File: src/design/radix_number_parser_defines.svh
// ---------------------------------------------------------------------------
// Radix number parser assertion macros
// Shared concurrent assertion forms, clocked on clk, disabled in reset.
// ---------------------------------------------------------------------------
`ifndef RADIX_NUMBER_PARSER_DEFINES_SVH
`define RADIX_NUMBER_PARSER_DEFINES_SVH

// same-cycle implication
`define RNP_ASSERT_NOW(lbl, ante, cons) \
    lbl: assert property (@(posedge clk) disable iff (!rst_n) (ante) |-> (cons)) \
        else $error("rnp assertion failed");

// next-cycle implication
`define RNP_ASSERT_NEXT(lbl, ante, cons) \
    lbl: assert property (@(posedge clk) disable iff (!rst_n) (ante) |=> (cons)) \
        else $error("rnp assertion failed");

`endif

File: src/design/rnp_pkg.sv
// ---------------------------------------------------------------------------
// Radix number parser package
// Types, character constants and the character-to-digit decode.
// ---------------------------------------------------------------------------
`default_nettype none

package rnp_pkg;

    localparam int VALUE_WIDTH = 32;
    localparam int CH_W        = 8;
    localparam int RADIX_W     = 6;
    localparam int OUT_W       = 32;
    localparam int POS_W       = 2;

    localparam logic [CH_W-1:0] CH_0     = 8'h30;
    localparam logic [CH_W-1:0] CH_9     = 8'h39;
    localparam logic [CH_W-1:0] CH_LO_A  = 8'h61;
    localparam logic [CH_W-1:0] CH_LO_X  = 8'h78;
    localparam logic [CH_W-1:0] CH_LO_Z  = 8'h7a;
    localparam logic [CH_W-1:0] CH_UP_A  = 8'h41;
    localparam logic [CH_W-1:0] CH_UP_Z  = 8'h5a;

    localparam logic [RADIX_W-1:0] RADIX_AUTO = 6'd0;
    localparam logic [RADIX_W-1:0] RADIX_DEC  = 6'd10;
    localparam logic [RADIX_W-1:0] RADIX_HEX  = 6'd16;
    localparam logic [RADIX_W-1:0] LETTER_OFS = 6'd10;

    localparam logic [POS_W-1:0] POS_FIRST  = 2'd0;
    localparam logic [POS_W-1:0] POS_SECOND = 2'd1;
    localparam logic [POS_W-1:0] POS_LATER  = 2'd2;

    typedef struct packed {
        logic [CH_W-1:0]    ch;
        logic               is_end;
        logic [RADIX_W-1:0] radix;
    } item_t;

    typedef struct packed {
        logic [OUT_W-1:0] value;
        logic             valid_res;
    } result_t;

    typedef struct packed {
        logic               ok;
        logic [RADIX_W-1:0] val;
    } digit_t;

    function automatic digit_t digit_of(input logic [CH_W-1:0] c);
        digit_t d;
        d.ok  = 1'b1;
        d.val = '0;
        if (c >= CH_0 && c <= CH_9)
        begin
            d.val = RADIX_W'(c - CH_0);
        end
        else if (c >= CH_LO_A && c <= CH_LO_Z)
        begin
            d.val = RADIX_W'(c - CH_LO_A) + LETTER_OFS;
        end
        else if (c >= CH_UP_A && c <= CH_UP_Z)
        begin
            d.val = RADIX_W'(c - CH_UP_A) + LETTER_OFS;
        end
        else
        begin
            d.ok = 1'b0;
        end
        return d;
    endfunction

endpackage

`default_nettype wire

File: src/design/rnp_if.sv
// ---------------------------------------------------------------------------
// Radix number parser channels
// Valid/ready channels for characters in and parse results out.
// ---------------------------------------------------------------------------
`default_nettype none

interface rnp_in_if;
    logic       valid;
    logic       ready;
    logic [7:0] ch;
    logic       is_end;
    logic [5:0] radix;

    modport source (output valid, output ch, output is_end, output radix, input ready);
    modport sink   (input valid, input ch, input is_end, input radix, output ready);
endinterface

interface rnp_out_if;
    logic        valid;
    logic        ready;
    logic [31:0] value;
    logic        valid_res;

    modport source (output valid, output value, output valid_res, input ready);
    modport sink   (input valid, input value, input valid_res, output ready);
endinterface

`default_nettype wire

File: src/design/rnp_in_reg.sv
// ---------------------------------------------------------------------------
// Radix number parser input register
// One transaction per cycle unless stalled; held until the core takes it.
// ---------------------------------------------------------------------------
`default_nettype none

module rnp_in_reg (
    input  wire logic          clk,
    input  wire logic          rst_n,
    rnp_in_if.sink             din,
    output rnp_pkg::item_t     item,
    output logic               item_valid,
    input  wire logic          item_take
);
    import rnp_pkg::*;

    logic  valid_reg;
    logic  valid_next;
    item_t item_reg;

    assign din.ready  = !valid_reg || item_take;
    assign valid_next = din.valid ? 1'b1 : (valid_reg && !item_take);

    always_ff @(posedge clk or negedge rst_n)
    begin
        if (!rst_n)
        begin
            valid_reg <= 1'b0;
        end
        else
        begin
            valid_reg <= valid_next;
        end
    end

    always_ff @(posedge clk)
    begin
        if (din.valid && din.ready)
        begin
            item_reg.ch     <= din.ch;
            item_reg.is_end <= din.is_end;
            item_reg.radix  <= din.radix;
        end
    end

    assign item       = item_reg;
    assign item_valid = valid_reg;

endmodule

`default_nettype wire

File: src/design/rnp_parse_core.sv
// ---------------------------------------------------------------------------
// Radix number parser core
// Per-string state, digit check and multiply-add, result on end marker.
// ---------------------------------------------------------------------------
`default_nettype none
`include "radix_number_parser_defines.svh"

module rnp_parse_core (
    input  wire logic           clk,
    input  wire logic           rst_n,
    input  wire rnp_pkg::item_t item,
    input  wire logic           item_valid,
    output logic                item_take,
    output rnp_pkg::result_t    res,
    output logic                res_load,
    input  wire logic           res_ready
);
    import rnp_pkg::*;

    logic [VALUE_WIDTH-1:0] acc_reg, acc_next;
    logic [RADIX_W-1:0]     base_reg, base_next;
    logic [POS_W-1:0]       pos_reg, pos_next;
    logic                   auto_reg, auto_next;
    logic                   fwz_reg, fwz_next;
    logic                   err_reg, err_next;

    logic [RADIX_W-1:0]     base_eff;
    logic                   auto_eff;
    digit_t                 dig;
    logic                   hex_prefix;

    assign item_take = item_valid && (!item.is_end || res_ready);
    assign res_load  = item_take && item.is_end;

    assign res.value     = err_reg ? '0 : OUT_W'(acc_reg);
    assign res.valid_res = !err_reg;

    always_comb
    begin
        if (pos_reg == POS_FIRST)
        begin
            auto_eff = (item.radix == RADIX_AUTO);
            base_eff = (item.radix == RADIX_AUTO) ? RADIX_DEC : item.radix;
        end
        else
        begin
            auto_eff = auto_reg;
            base_eff = base_reg;
        end

        dig        = digit_of(item.ch);
        hex_prefix = auto_eff && (pos_reg == POS_SECOND) && fwz_reg && (item.ch == CH_LO_X);

        acc_next  = acc_reg;
        base_next = base_reg;
        pos_next  = pos_reg;
        auto_next = auto_reg;
        fwz_next  = fwz_reg;
        err_next  = err_reg;

        if (item_take)
        begin
            if (item.is_end)
            begin
                acc_next  = '0;
                base_next = '0;
                pos_next  = POS_FIRST;
                auto_next = 1'b0;
                fwz_next  = 1'b0;
                err_next  = 1'b0;
            end
            else if (hex_prefix)
            begin
                auto_next = auto_eff;
                base_next = RADIX_HEX;
                fwz_next  = 1'b0;
                pos_next  = POS_LATER;
            end
            else
            begin
                auto_next = auto_eff;
                base_next = base_eff;
                if (auto_eff && pos_reg == POS_FIRST && item.ch == CH_0)
                begin
                    fwz_next = 1'b1;
                end
                else if (pos_reg != POS_FIRST)
                begin
                    fwz_next = 1'b0;
                end
                if (pos_reg != POS_LATER)
                begin
                    pos_next = pos_reg + POS_W'(1);
                end
                if (!err_reg)
                begin
                    if (!dig.ok || dig.val >= base_eff)
                    begin
                        err_next = 1'b1;
                    end
                    else
                    begin
                        acc_next = VALUE_WIDTH'(acc_reg * VALUE_WIDTH'(base_eff))
                                 + VALUE_WIDTH'(dig.val);
                    end
                end
            end
        end
    end

    always_ff @(posedge clk or negedge rst_n)
    begin
        if (!rst_n)
        begin
            acc_reg  <= '0;
            base_reg <= '0;
            pos_reg  <= POS_FIRST;
            auto_reg <= 1'b0;
            fwz_reg  <= 1'b0;
            err_reg  <= 1'b0;
        end
        else
        begin
            acc_reg  <= acc_next;
            base_reg <= base_next;
            pos_reg  <= pos_next;
            auto_reg <= auto_next;
            fwz_reg  <= fwz_next;
            err_reg  <= err_next;
        end
    end

    // string state clears after the end marker
    `RNP_ASSERT_NEXT(a_end_clears, res_load, pos_reg == POS_FIRST && !err_reg && acc_reg == '0)
    // a pending '0' prefix only exists in auto mode right after the first char
    `RNP_ASSERT_NOW(a_fwz_ctx, fwz_reg, auto_reg && pos_reg == POS_SECOND)
    // accumulator frozen once an error is seen
    `RNP_ASSERT_NEXT(a_err_hold, err_reg && !res_load, $stable(acc_reg))
    `RNP_ASSERT_NOW(a_fresh_clean, pos_reg == POS_FIRST, !err_reg && acc_reg == '0)

endmodule

`default_nettype wire

File: src/design/rnp_out_reg.sv
// ---------------------------------------------------------------------------
// Radix number parser output register
// Holds one result transaction until the downstream side takes it.
// ---------------------------------------------------------------------------
`default_nettype none

module rnp_out_reg (
    input  wire logic             clk,
    input  wire logic             rst_n,
    input  wire rnp_pkg::result_t res,
    input  wire logic             res_load,
    output logic                  res_ready,
    rnp_out_if.source             dout
);
    import rnp_pkg::*;

    logic    valid_reg;
    logic    valid_next;
    result_t res_reg;

    assign res_ready  = !valid_reg || dout.ready;
    assign valid_next = res_load ? 1'b1 : (valid_reg && !dout.ready);

    always_ff @(posedge clk or negedge rst_n)
    begin
        if (!rst_n)
        begin
            valid_reg <= 1'b0;
        end
        else
        begin
            valid_reg <= valid_next;
        end
    end

    always_ff @(posedge clk)
    begin
        if (res_load)
        begin
            res_reg <= res;
        end
    end

    assign dout.valid     = valid_reg;
    assign dout.value     = res_reg.value;
    assign dout.valid_res = res_reg.valid_res;

endmodule

`default_nettype wire

File: src/design/radix_number_parser.sv
// ---------------------------------------------------------------------------
// Radix number parser
// Unsigned number parse from a character stream, base 2..36 or auto 10/16.
// ---------------------------------------------------------------------------
// Takes one transaction per cycle on din: a character, or an end marker that
// closes the string. The radix is sampled on the first transaction of each
// string; radix 0 picks base 10, or base 16 after a leading "0x". One result
// transaction (value modulo 2^32 and a valid flag, value 0 when invalid) leaves
// on dout for each end marker, after it passes the input and output registers.
// Throughput is one transaction per cycle, set by the combinational multiply-add
// of the core; the input register stalls only when an end marker meets a full
// output register that dout is not draining.
`default_nettype none

module radix_number_parser (
    input  wire logic clk,
    input  wire logic rst_n,
    rnp_in_if.sink    din,
    rnp_out_if.source dout
);
    import rnp_pkg::*;

    item_t   item;
    logic    item_valid;
    logic    item_take;
    result_t res;
    logic    res_load;
    logic    res_ready;

    rnp_in_reg u_in_reg (
        .clk        (clk),
        .rst_n      (rst_n),
        .din        (din),
        .item       (item),
        .item_valid (item_valid),
        .item_take  (item_take)
    );

    rnp_parse_core u_core (
        .clk        (clk),
        .rst_n      (rst_n),
        .item       (item),
        .item_valid (item_valid),
        .item_take  (item_take),
        .res        (res),
        .res_load   (res_load),
        .res_ready  (res_ready)
    );

    rnp_out_reg u_out_reg (
        .clk       (clk),
        .rst_n     (rst_n),
        .res       (res),
        .res_load  (res_load),
        .res_ready (res_ready),
        .dout      (dout)
    );

endmodule

`default_nettype wire
File: src/flat_wrapper.sv
// flat-port wrapper written by rule: the top's interface ports become plain ports
module radix_number_parser_flat import rnp_pkg::*;
  (clk, rst_n, din_valid, din_ch, din_is_end, din_radix, din_ready, dout_valid, dout_value, dout_valid_res, dout_ready);
  rnp_in_if din_i ();
  rnp_out_if dout_i ();
  input  wire logic clk;
  input  wire logic rst_n;
  input wire logic [$bits(din_i.valid)-1:0] din_valid;
  input wire logic [$bits(din_i.ch)-1:0] din_ch;
  input wire logic [$bits(din_i.is_end)-1:0] din_is_end;
  input wire logic [$bits(din_i.radix)-1:0] din_radix;
  output wire logic [$bits(din_i.ready)-1:0] din_ready;
  output wire logic [$bits(dout_i.valid)-1:0] dout_valid;
  output wire logic [$bits(dout_i.value)-1:0] dout_value;
  output wire logic [$bits(dout_i.valid_res)-1:0] dout_valid_res;
  input wire logic [$bits(dout_i.ready)-1:0] dout_ready;
  assign din_i.valid = din_valid;
  assign din_i.ch = din_ch;
  assign din_i.is_end = din_is_end;
  assign din_i.radix = din_radix;
  assign din_ready = din_i.ready;
  assign dout_valid = dout_i.valid;
  assign dout_value = dout_i.value;
  assign dout_valid_res = dout_i.valid_res;
  assign dout_i.ready = dout_ready;
  radix_number_parser u_core (.clk(clk), .rst_n(rst_n), .din(din_i), .dout(dout_i));
endmodule
File: config.mk
export PLATFORM = sky130hd
export DESIGN_NAME = radix_number_parser_flat
export DESIGN_NICKNAME = d
export VERILOG_FILES = /design/src/design/rnp_pkg.sv /design/src/design/rnp_if.sv /design/src/design/rnp_in_reg.sv /design/src/design/rnp_parse_core.sv /design/src/design/rnp_out_reg.sv /design/src/design/radix_number_parser.sv /design/src/flat_wrapper.sv
export VERILOG_INCLUDE_DIRS = /design/src /design/src/design
export SDC_FILE = /design/constraint.sdc
export NUM_CORES = 1
export LEC_CHECK = 0
export BUFFER_PORTS_ARGS = -buffer_cell sky130_fd_sc_hd__buf_4
export CAP_MARGIN = 10
export CORE_MARGIN = 2
export CORE_UTILIZATION = 53
export CTS_BUF_LIST = sky130_fd_sc_hd__clkbuf_4
export CTS_CLUSTER_SIZE = 40
export DETAILED_ROUTE_END_ITERATION = 16
export GPL_TIMING_DRIVEN = 0
export MAX_ROUTING_LAYER = met4
export PLACE_DENSITY = 0.8
export SYNTH_ARGS = -nofsm -noshare
export SYNTH_HDL_FRONTEND = slang
export SYNTH_HIERARCHICAL = 1
export SYNTH_SLANG_ARGS = --single-unit
File: constraint.sdc
create_clock -name clk -period 7.68 [get_ports clk]
set_input_delay 1.536 -clock clk [delete_from_list [all_inputs] [get_ports clk]]
set_output_delay 1.536 -clock clk [all_outputs]
set_load 0.05 [all_outputs]
==> key figures, run 1 <==
Run status
  • Status: finished, final reports clean

Logic synthesis
  • Synth unique cells: 75
  • Top FF cell, synth: edfxtp_1
  • EDFF count, synth: 48
  • Synth Warn #: 6
  • Syn Nets: 1133
  • Synth async-reset ratio: 0.4839
  • Cell Area, Synth: 0.009747 sq mm
  • Synth top area cells: fa_1, edfxtp_1, dfrtp_1
  • Most frequent cell after synthesis: nor2b_1
  • Post-Synthesis Cells: 920
  • Synthesized flop and latch total: 93
  • Largest area contributor in the netlist: fa_1
  • Mean area per synthesized cell: 10.59 sq um
  • Commonest cells post-synth: nor2b_1, fa_1, ha_1
  • Synth top area share: 0.2300
  • Sequential-to-total area share from yosys stat: 0.2634

Clock tree
  • CTS buffer count: 9
  • Worst-path clk slew: 0.17 ns
  • Clock sink total: 93
  • CTS tree: yes
  • Max clock buf depth: 2
  • H-Tree Depth: 3
  • Root buffer cell: clkbuf_4
  • Post-CTS Hold Buffers: 0
  • Insertion delay to the later sink of the worst-skew pair: 0.49 ns

Finish
  • Share of layout cells above drive strength 1: 0.1121
  • Nets@finish: 1198
  • Area Overhead vs Synth: 9.101%
  • Post-route cell area: 0.01063 sq mm
  • Fillcell total: 1507

Place
  • Placed standard-cell area: 0.01047 sq mm
  • Placer congestion estimate: 0.9267
  • Hpwl dp: 17.63 mm
  • I/O Buffers: 53

Timing
  • Final min period: 7.305 ns
  • RSZ-0062 raised after global routing: no
  • Final Setup Violations: 0
  • Final worst-path cycle share: 0.9511
  • Final hold viol count: 0
  • Fmax: 136.9 MHz
  • Fin. max-slew vios: 0
  • Fin Clk Skew: 0.01697 ns
  • Worst Max-Slew Pin Slew: 0.7800 ns
  • Relative slew slack: 0.4769
  • Setup_tns: 0 ns

Worst setup path
  • Critical Path Slowest Stage Cell: a211oi_1
  • Max stage delay on crit path: 0.67 ns
  • Cell family with most CP delay: adder cells
  • Critical Path RT: 8.12 ns
  • Cells along the critical path: inv_1, ha_1, buf_4, mux2i_1, buf_1, clkbuf_2, nand2b_1, fa_1, fa_1, inv_1, fa_1, inv_1, fa_1, inv_1, ha_1, o21ai_0, o2bb2ai_1, a211oi_1, o2111ai_1, nand2_1, a41oi_1, or4b_1, nand3_1
  • Reg2reg start: u_core/u_core/pos_reg[0]$_DFFE_PN0P_
  • FF-to-FF setup slack: 0.38 ns
  • Crit start category: flip-flop
  • Critical path class: reg -> reg
  • CP Launch Point: u_core/u_core/pos_reg[0]$_DFFE_PN0P_
  • Critical Path AT: 7.74 ns
  • Crit Path Max Fanout: 10
  • Critical path capture point type: flip-flop
  • Buffers and inverters on the worst path: 7

Flow run
  • Max Cap Viol: 0

Power
  • Leak: 5.088 nW
  • Total power of the final layout: 1.763 mW
  • Pwr dens: 165.8 mW/mm^2
  • Peak supply drop: 143.3 uV

Detailed routing
  • Detailed Route WL: 22.76 mm
  • DR WL/cell: 18.65 um
  • Drt first pass iters: 5
  • Routed Antenna Nets: 0
  • Post-route DRC violation count: 0
  • DRT iter0 DRCs: 542
  • Routed vias/inst: 5.824
  • Routed vias: 7105

Global routing
  • Total global routing track utilization: 0.2609
  • Total grt overflow: 0
  • Initial antenna violation count: 1
  • Largest net degree at the start of global routing: 46
  • First-pass GRT wire length: 39.21 mm
  • Vias in the first global route: 7626

Worst hold path
  • Worst Hold Launch: u_core/u_core/auto_reg$_DFFE_PN0P_
  • Hold Path Class: reg -> reg

Floorplanning
  • Die area: 0.01949 sq mm
  • Io pins: 54
  • Core Area: 0.01802 sq mm
  • DIE HEIGHT: 139.6 um
  • Die W: 139.6 um
  • Initial core utilization: 0.5407
  • Rows: 49
==> routing by layer <==
layer	part of all wire	track usage
met5	0	-
met4	0.019	0.08053
met3	0.054	0.03889
met2	0.49	0.4146
met1	0.43	0.3502
==> worst paths after layout <==
kind | end | cells past startpoint
worst max register to register | u_core/u_core/acc_reg[30]$_DFFE_PN0P_ | 23
max in group asynchronous | u_core/u_core/acc_reg[12]$_DFFE_PN0P_ | 1
min in group asynchronous | u_core/u_core/acc_reg[31]$_DFFE_PN0P_ | 1
worst max-delay path | u_core/u_core/acc_reg[30]$_DFFE_PN0P_ | 23
worst min-delay path | u_core/u_core/auto_reg$_DFFE_PN0P_ | 1
worst min register to register | u_core/u_core/auto_reg$_DFFE_PN0P_ | 1
==> layout make-up <==
class                      count  area (sq um)  share of cell area
tap                          229         286.5             0.02694
clock buffer                   9         67.56            0.006354
clock inverter                 7         96.34            0.009060
sequential                    93          2567              0.2414
antenna                        1         2.502           0.0002353
timing repair buffer          54         425.4             0.04000
buffer                        35         171.4             0.01612
inverter                      57         214.0             0.02012
multi-input combinational    735          6803              0.6397
==> through the flow <==
stage               instances  setup slack (ns)  hold WS (ns)  utilization
finish                   1220            0.3754        0.5095       0.5900
global route             1220           0.06753        0.5282       0.5900
CTS                      1219            0.2791        0.5098       0.5898
detailed placement       1203            0.3288        0.4771       0.5807
global placement         1202            0.3670        0.4614       0.5787
floorplan                 920             1.660        0.4490            -
==> timing repair <==
action,in CTS,in global routing
endpoints found under the setup margin,0,3
resized for setup,0,2
buffers inserted,0,0
==> report_power, final <==
part | internal [mW] | switching [mW]
Combinational | 0.244 | 0.571
Sequential | 0.574 | 0.0465
Clock | 0.135 | 0.193
==> cell usage in the layout, fill, tap and decap left out, drive strengths merged, types with 3 or more instances in the layout <==
| cell type | n |
|---|---|
| mux2i | 5 |
| nand3b | 3 |
| o2111ai | 3 |
| and4 | 3 |
| a21oi | 37 |
| nand2 | 47 |
| a21o | 15 |
| a32o | 3 |
| o21ai | 47 |
| nand3 | 13 |
| dfrtp | 45 |
| a22o | 6 |
| o211ai | 6 |
| nor2 | 21 |
| a22oi | 5 |
| and2 | 36 |
| nor3 | 6 |
| or2 | 3 |
| clkbuf | 36 |
| a31oi | 7 |
| a211oi | 8 |
| edfxtp | 48 |
| nand4 | 3 |
| nor2b | 170 |
| nand2b | 26 |
| nor3b | 4 |
| xor2 | 10 |
| xnor2 | 16 |
| buf | 62 |
| ha | 82 |
| fa | 112 |
| mux2 | 3 |
| inv | 60 |
==> cells by family after synthesis <==
family | Yosys count | share of synthesized area
XOR/XNOR | 28 | 0.02798
AO/OA/AOI/OAI | 163 | 0.1166
flip-flops | 93 | 0.2634
adder cells (fa/ha/maj) | 194 | 0.3353
buffers and inverters | 92 | 0.03941
AND/OR/NAND/NOR | 342 | 0.2087
multiplexers | 8 | 0.008601
Note: power is estimated with default switching activity, not from simulation.
==> run 2: changes to the inputs <==
GPL_ROUTABILITY_DRIVEN = 1   (was not set)
SYNTH_HIERARCHICAL = not set   (was 1)
==> run 2 against run 1 <==
- power fell by 19%
- flip-flop and latch count did not move
- wire length fell by 1.0%
- clock skew rose by 0.0058 ns
- utilization fell by 0.32 points
- critical path type unchanged
- synthesized area fell by 1.0%
- count of clock-buffer cells in the layout did not move
- critical endpoint is now u_core.u_core.acc_reg[25]$_DFFE_PN0P_
- first-iteration DRC count fell by 18%
==> key figures, run 2 <==
Timing
  • Fmax: 141.1 MHz (+3.1%)
  • Final Setup Violations: 0 (unchanged)
  • Setup_tns: 0 ns (unchanged)
  • Final Worst Setup Slack: 0.5947 ns (+0.2193 ns)
  • Final worst-path cycle share: 0.9226 (-0.02855)
  • RSZ-0062 raised after global routing: no
  • Fin. max-slew vios: 0 (unchanged)
  • Final min period: 7.085 ns (-0.2193 ns)
  • Worst Max-Slew Pin Slew: 0.8486 ns (+0.06866 ns)
  • Fin Clk Skew: 0.02280 ns (+0.005831 ns)
  • Final hold viol count: 0 (unchanged)
  • Relative slew slack: 0.4322 (-0.04472)

Global routing
  • Total grt overflow: 0 (unchanged)
  • Vias in the first global route: 7262 (-4.8%)
  • Initial antenna violation count: 1 (unchanged)
  • First-pass GRT wire length: 37.78 mm (-3.6%)
  • Largest net degree at the start of global routing: 46 (unchanged)
  • Total global routing track utilization: 0.2551 (-0.005729)

Worst setup path
  • Critical path class: reg -> reg
  • Critical Path Slowest Stage Cell: clkbuf_1
  • Cells along the critical path: inv_1, ha_1, buf_6, mux2i_1, clkbuf_1, clkbuf_1, nand2b_1, fa_1, fa_1, inv_1, fa_1, inv_1, fa_1, inv_1, ha_1, o211ai_1, a21oi_1, o21ai_0, a21oi_1, o21ai_0, a21boi_0, or3_1, a32o_1
  • Crit start category: flip-flop
  • Critical Path RT: 8.11 ns (about the same)
  • Max stage delay on crit path: 0.68 ns (about the same)
  • Critical path capture point type: flip-flop
  • Critical Path AT: 7.52 ns (-0.22 ns)
  • Crit Path Max Fanout: 10 (unchanged)

Power
  • Logic pwr share: 0.388 (-0.074)
  • Cell-internal power: 0.7846 mW (-18%)
  • Pwr dens: 136.5 mW/mm^2 (-18%)
  • Clk pwr share: 0.204 (+0.018)
  • Peak supply drop: 101.8 uV (-29%)
  • Total power of the final layout: 1.434 mW (-19%)
  • Psw: 0.6493 mW (-20%)
  • Sw Ratio: 0.4528 (-0.006980)
  • Leak: 5.058 nW (-0.59%)
  • Part of the power in registers: 0.407 (+0.055)

Detailed routing
  • Post-route DRC violation count: 0 (unchanged)
  • M1 WL: 9.928 mm (+1.0%)
  • DR WL/cell: 18.49 um (-0.88%)
  • Detailed Route WL: 22.52 mm (-1.0%)
  • Drt first pass iters: 5 (unchanged)
  • Routed vias: 6995 (-1.5%)
  • Routed Antenna Nets: 0 (unchanged)
  • DRT iter0 DRCs: 443 (-18%)
  • Met3 Wirelength: 1.201 mm (-2.8%)
  • Routed vias/inst: 5.743 (-1.4%)
  • Met2 WL post-DR: 11.00 mm (-2.3%)
  • Highest Signal Layer: met4

Logic synthesis
  • Mean area per synthesized cell: 10.51 sq um (-0.79%)
  • Post-Synthesis Cells: 918 (-0.22%)
  • Synth top area share: 0.2324 (+0.002327)
  • Synth Warn #: 0 (-6)
  • Sequential-to-total area share from yosys stat: 0.2661 (+0.002664)
  • Top FF cell, synth: edfxtp_1
  • Largest area contributor in the netlist: fa_1
  • Synth unique cells: 68 (-9.3%)
  • Commonest cells post-synth: nor2b_1, fa_1, ha_1
  • Synthesized flop and latch total: 93 (unchanged)
  • Synth top area cells: fa_1, edfxtp_1, dfrtp_1
  • EDFF count, synth: 48 (unchanged)
  • Cell Area, Synth: 0.009649 sq mm (-1.0%)
  • Most frequent cell after synthesis: nor2b_1
  • Syn Nets: 1131 (-0.18%)
  • Synth async-reset ratio: 0.4839 (unchanged)

Floorplanning
  • Io pins: 54 (unchanged)
  • Die W: 138.9 um (-0.49%)
  • Initial core utilization: 0.5390 (-0.001748)
  • DIE HEIGHT: 138.9 um (-0.49%)
  • Die area: 0.01930 sq mm (-0.97%)
  • Core Area: 0.01790 sq mm (-0.68%)
  • Rows: 49 (unchanged)

Clock tree
  • Root buffer cell: clkbuf_4
  • Insertion delay to the later sink of the worst-skew pair: 0.52 ns (+0.03 ns)
  • Post-CTS Hold Buffers: 0 (unchanged)
  • PostCTS Resize Cnt: 0 (unchanged)
  • CTS tree: yes
  • Post CTS Setup Buffer Count: 0 (unchanged)
  • Max clock buf depth: 2 (unchanged)
  • CTS buffer count: 9 (unchanged)
  • Clock sink total: 93 (unchanged)
  • H-Tree Depth: 3 (unchanged)
  • Worst-path clk slew: 0.19 ns (+0.02 ns)

Finish
  • Area Overhead vs Synth: 8.870%
  • Fillcell total: 1520 (+0.86%)
  • Most common cell after layout, fill and taps aside: nor2b_1
  • Most frequent cells in the layout: nor2b_1, fa_1, ha_1, nand2_1, inv_1
  • Share of layout cells above drive strength 1: 0.1063 (-0.005846)
  • Nets@finish: 1196 (-0.17%)

Place
  • I/O Buffers: 53 (unchanged)
  • Placer congestion estimate: 0.9190 (-0.83%)
  • Dpl ws: 0.6662 ns (+0.3374 ns)
  • Hpwl dp: 17.36 mm (-1.5%)

Run status
  • Status: finished, final reports clean

Flow run
  • Max Cap Viol: 0 (unchanged)

Worst hold path
  • Hold Path Class: reg -> reg
## run 2: changes by cell type in the layout (fill, tap and decap cells not counted), moves of 6 or more
cell,change
o21ai_0,+12
nand2_1,+10
nand3_1,-10
a21oi_1,+7
nor3b_1,+6
o21ai_2,-6
## run 2: metal layers
| layer | GRT usage | up-vias |
|---|---|---|
| met5 | - | - |
| met4 | 0.07230 | 0 |
| met3 | 0.04489 | 31 |
| met2 | 0.4045 | 198 |
| met1 | 0.3416 | 3545 |
| li1 | - | 3221 |
## run 2: logic make-up (layout without fill, tap and decap cells)
family / after synthesis / after routing / synth area share
compound gates: 159 / 159 / 0.1093
mux: 7 / 7 / 0.007780
simple gates: 341 / 341 / 0.2064
other cells: 0 / 1 / 0
xor+xnor: 35 / 35 / 0.03177
fa+ha+maj: 194 / 194 / 0.3387
flops: 93 / 93 / 0.2661
buf+inv: 89 / 159 / 0.03994
## run 2: cell type report
type | instances | area [sq um] | share of cell area
diodes | 1 | 2.502 | 0.0002382
plain buffers | 33 | 175.2 | 0.01667
clock buffers | 9 | 67.56 | 0.006432
clock inverters | 7 | 73.82 | 0.007027
inverters | 56 | 210.2 | 0.02001
multi-input cells | 736 | 6704 | 0.6382
flip-flops and latches | 93 | 2567 | 0.2444
well taps | 229 | 286.5 | 0.02727
repair buffers | 54 | 417.9 | 0.03978
## run 2: final timing paths
| check | start | to | slack [ns] | cells after the start |
|---|---|---|---|---|
| max in group asynchronous | rst_n | u_core.u_core.acc_reg[13]$_DFFE_PN0P_ | 6.20 | 1 |
| min reg2reg | u_core.u_core.base_reg[4]$_DFFE_PN0P_ | u_core.u_core.base_reg[4]$_DFFE_PN0P_ | 0.50 | 1 |
| max | u_core.u_core.pos_reg[0]$_DFFE_PN0P_ | u_core.u_core.acc_reg[25]$_DFFE_PN0P_ | 0.59 | 23 |
| min | u_core.u_core.base_reg[4]$_DFFE_PN0P_ | u_core.u_core.base_reg[4]$_DFFE_PN0P_ | 0.50 | 1 |
| min in group asynchronous | rst_n | u_core.u_core.acc_reg[29]$_DFFE_PN0P_ | 1.02 | 1 |
| max reg2reg | u_core.u_core.pos_reg[0]$_DFFE_PN0P_ | u_core.u_core.acc_reg[25]$_DFFE_PN0P_ | 0.59 | 23 |
## run 2: power groups by stage
stage / Sequential, mW / Clock, mW / Combinational (mW)
3_3_place_gp: 0.593 / 0 / 0.530
5_1_grt: 0.587 / 0.314 / 0.594
2_1_floorplan: 0.614 / 0 / 0.317
4_1_cts: 0.583 / 0.295 / 0.549
6_report: 0.584 / 0.293 / 0.557
3_5_place_dp: 0.594 / 0 / 0.546
## run 2: through the flow
stage | area, sq um | hold slack, ns | std cells | util
floorplan | 9649 | 0.4422 | 918 | -
global placement | 10330 | 0.4578 | 1200 | 0.5772
detailed placement | 10360 | 0.4663 | 1201 | 0.5788
CTS | 10500 | 0.5058 | 1217 | 0.5867
global route | 10510 | 0.5304 | 1218 | 0.5868
finish | 10510 | 0.5027 | 1218 | 0.5868
## run 2: critical path, delay by kind of cell, from the launching register on
| kind | cells | cell delay (ns) |
|---|---|---|
| AOI/OAI and AO/OA | 7 | 1.51 |
| adders and majority gates | 6 | 2.60 |
| buffers and inverters | 7 | 1.71 |
| DFF | 1 | 0.45 |
| muxes | 1 | 0.22 |
| and+or+nand+nor | 2 | 0.54 |
==> run 3: changes to the inputs <==
CORE_ASPECT_RATIO = 0.6   (was not set)
PLACE_DENSITY = 0.83   (was 0.8)
SLEW_MARGIN = 25   (was not set)
clock period = 6.1 ns   (was 7.68 ns; I/O delays follow)
==> run 3 against run 2 <==
- sequential power grew 27%
- via count grew 2.4%
- maximum frequency grew 19%
- count of clock-buffer cells in the layout is the same
- clock skew shrank 0.0015 ns
- cell count grew 1.4%
- largest power group is now combinational logic
==> key figures, run 3 (synthesized netlist as in run 2, its figures left out) <==
Finish
  • Share of layout cells above drive strength 1: 0.1367 (+0.03041)
  • Reg area: 0.002567 sq mm (unchanged)
  • Area of the multi-input gates: 0.006797 sq mm (+1.4%)
  • Nets@finish: 1203 (+0.59%)
  • Fillcell total: 1479 (-2.7%)
  • Area Overhead vs Synth: 11.29%
  • Post-layout util: 0.5975 (+0.01073)
  • Most frequent cells in the layout: nor2b_1, fa_1, ha_1, buf_4, nand2_1
  • Most common cell after layout, fill and taps aside: nor2b_1
  • Antenna Cells: 0 (-1)

Global routing
  • Total global routing track utilization: 0.2764 (+0.02126)
  • Met3 Usage GRT: 0.1044 (+0.05954)
  • Met1 Use GR: 0.3929 (+0.05135)
  • Total grt overflow: 0 (unchanged)
  • Initial antenna violation count: 0 (-1)
  • Largest net degree at the start of global routing: 46 (unchanged)
  • First-pass GRT wire length: 38.78 mm (+2.6%)
  • GRT Max-Usage Layer: met1
  • Vias in the first global route: 7258 (-0.055%)
  • Global Route met2 Usage: 0.3796 (-0.02489)

Timing
  • Final hold viol count: 0 (unchanged)
  • Worst Max-Slew Pin Slew: 0.7467 ns (-0.1020 ns)
  • Fin. max-slew vios: 0 (unchanged)
  • Fmax: 168.5 MHz (+19%)
  • Fin Clk Skew: 0.02130 ns (-0.001499 ns)
  • Hold slack: 0.5066 ns (+0.003896 ns)
  • Relative slew slack: 0.5010 (+0.06888)
  • Final worst-path cycle share: 0.9729 (+0.05033)
  • Final min period: 5.935 ns (-1.151 ns)
  • Final Setup Violations: 0 (unchanged)

Worst setup path
  • Worst setup path end: u_core.u_core.acc_reg[27]$_DFFE_PN0P_
  • Reg2reg start: u_core.u_core.pos_reg[0]$_DFFE_PN0P_
  • R2R depth: 23 (unchanged)
  • Crit Path Max Fanout: 10 (unchanged)
  • Reg2reg end: u_core.u_core.acc_reg[27]$_DFFE_PN0P_
  • Critical path capture point type: flip-flop
  • FF-to-FF setup slack: 0.17 ns (-0.43 ns)
  • CP Launch Point: u_core.u_core.pos_reg[0]$_DFFE_PN0P_
  • Crit start category: flip-flop
  • Critical Path RT: 6.51 ns (-1.60 ns)
  • Critical Path AT: 6.34 ns (-1.18 ns)
  • Critical path class: reg -> reg

Detailed routing
  • Routed vias: 7163 (+2.4%)
  • Drt first pass iters: 5 (unchanged)
  • DRT iter0 DRCs: 550 (+24%)
  • Detailed Route WL: 23.86 mm (+6.0%)
  • DR WL/cell: 19.32 um (+4.5%)
  • Routed Antenna Nets: 0 (unchanged)
  • Post-route DRC violation count: 0 (unchanged)
  • Routed vias/inst: 5.800 (+0.99%)

Clock tree
  • Insertion delay to the later sink of the worst-skew pair: 0.52 ns (about the same)
  • CTS buffer count: 9 (unchanged)
  • H-Tree Depth: 3 (unchanged)
  • Root buffer cell: clkbuf_4
  • Clock sink total: 93 (unchanged)
  • Post-CTS Hold Buffers: 0 (unchanged)
  • CTS tree: yes
  • Max clock buf depth: 2 (unchanged)
  • Worst-path clk slew: 0.16 ns (-0.03 ns)

Floorplanning
  • Rows: 38 (-22%)
  • Core Area: 0.01797 sq mm (+0.39%)
  • Die area: 0.01934 sq mm (+0.18%)
  • DIE HEIGHT: 108.5 um (-22%)
  • Die W: 178.2 um (+28%)
  • Initial core utilization: 0.5369 (-0.002101)
  • Io pins: 54 (unchanged)

Run status
  • Status: finished, final reports clean

Place
  • I/O Buffers: 53 (unchanged)
  • Placer congestion estimate: 0.9586 (+4.3%)
  • Hpwl dp: 18.47 mm (+6.4%)

Power
  • Leak: 5.167 nW (+2.2%)
  • Pwr dens: 180.9 mW/mm^2 (+33%)
  • Peak supply drop: 156.2 uV (+53%)

Worst hold path
  • Hold Path Class: reg -> reg

Flow run
  • Max Cap Viol: 0 (unchanged)
[run 3: changes by cell type in the layout (fill, tap and decap cells not counted), moves of 3 or more]
cell	change
clkbuf_1	-14
buf_4	+11
a21oi_2	+4
a21oi_1	-4
clkbuf_2	+6
mux2i_1	-3
[run 3: metal layers]
layer | up-vias | wire, um
li1 | 3240 | -
met1 | 3561 | 10970
met2 | 334 | 9867
met3 | 28 | 2780
met4 | 0 | 242
met5 | - | 0
[run 3: final cells by class]
class	instances	area share
clock inverter	7	0.009088
timing repair buffer	61	0.04451
multi-input combinational	736	0.6329
inverter	56	0.01957
tap	240	0.02796
clock buffer	9	0.006292
buffer	33	0.02062
sequential	93	0.2391
[run 3: worst max-delay path: stages, from the launching register on]
cell      delay (ns)
dfrtp_1         0.45
inv_1           0.16
ha_4            0.18
buf_8           0.15
mux2i_4         0.26
buf_4           0.16
buf_4           0.20
nand2b_1        0.15
fa_1            0.45
fa_1            0.55
inv_1           0.06
fa_1            0.54
inv_1           0.06
fa_1            0.54
inv_1           0.05
ha_1            0.35
o211ai_1        0.13
a21oi_2         0.09
o21ai_4         0.23
a21oi_1         0.12
or3b_2          0.50
a21oi_2         0.18
xor2_1          0.15
o21ai_0         0.10
[run 3: per-stage QoR]
stage	instance area [sq um]	instances	setup TNS (ns)	setup slack, ns	power, mW
4_1_cts	10610	1229	0	0.01796	1.878
3_5_place_dp	10380	1212	-13.42	-1.027	1.440
5_1_grt	10740	1235	-0.1825	-0.04392	2.031
2_1_floorplan	9649	918	0	0.3321	1.173
6_report	10740	1235	0	0.1653	1.942
3_3_place_gp	10350	1211	-11.67	-0.9754	1.424
[run 3: what timing repair did]
| action | 4_1_cts | 5_1_grt |
|---|---|---|
| pin swaps | 1 | 2 |
| gates resized for setup | 21 | 33 |
| setup endpoints to repair | 24 | 15 |
| setup buffers | 1 | 6 |
[run 3: power breakdown]
group          total (mW)  internal (mW)  switching (mW)  leakage (nW)
Combinational       0.788          0.250           0.538          4.00
Clock               0.413          0.168           0.245        0.0846
Sequential          0.741          0.701          0.0398          1.08
Total                1.94           1.12           0.823          5.17
[run 3: worst min path at each step]
stage	cells past startpoint	to	from
2_1_floorplan	2	u_core.u_core.auto_reg$_DFFE_PN0P_	u_core.u_core.auto_reg$_DFFE_PN0P_
3_5_place_dp	2	u_core.u_core.auto_reg$_DFFE_PN0P_	u_core.u_core.auto_reg$_DFFE_PN0P_
3_3_place_gp	1	u_core.u_core.base_reg[4]$_DFFE_PN0P_	u_core.u_core.base_reg[4]$_DFFE_PN0P_
4_1_cts	2	u_core.u_core.auto_reg$_DFFE_PN0P_	u_core.u_core.auto_reg$_DFFE_PN0P_
5_1_grt	2	u_core.u_core.base_reg[3]$_DFFE_PN0P_	u_core.u_core.base_reg[3]$_DFFE_PN0P_
6_report	2	u_core.u_core.auto_reg$_DFFE_PN0P_	u_core.u_core.auto_reg$_DFFE_PN0P_
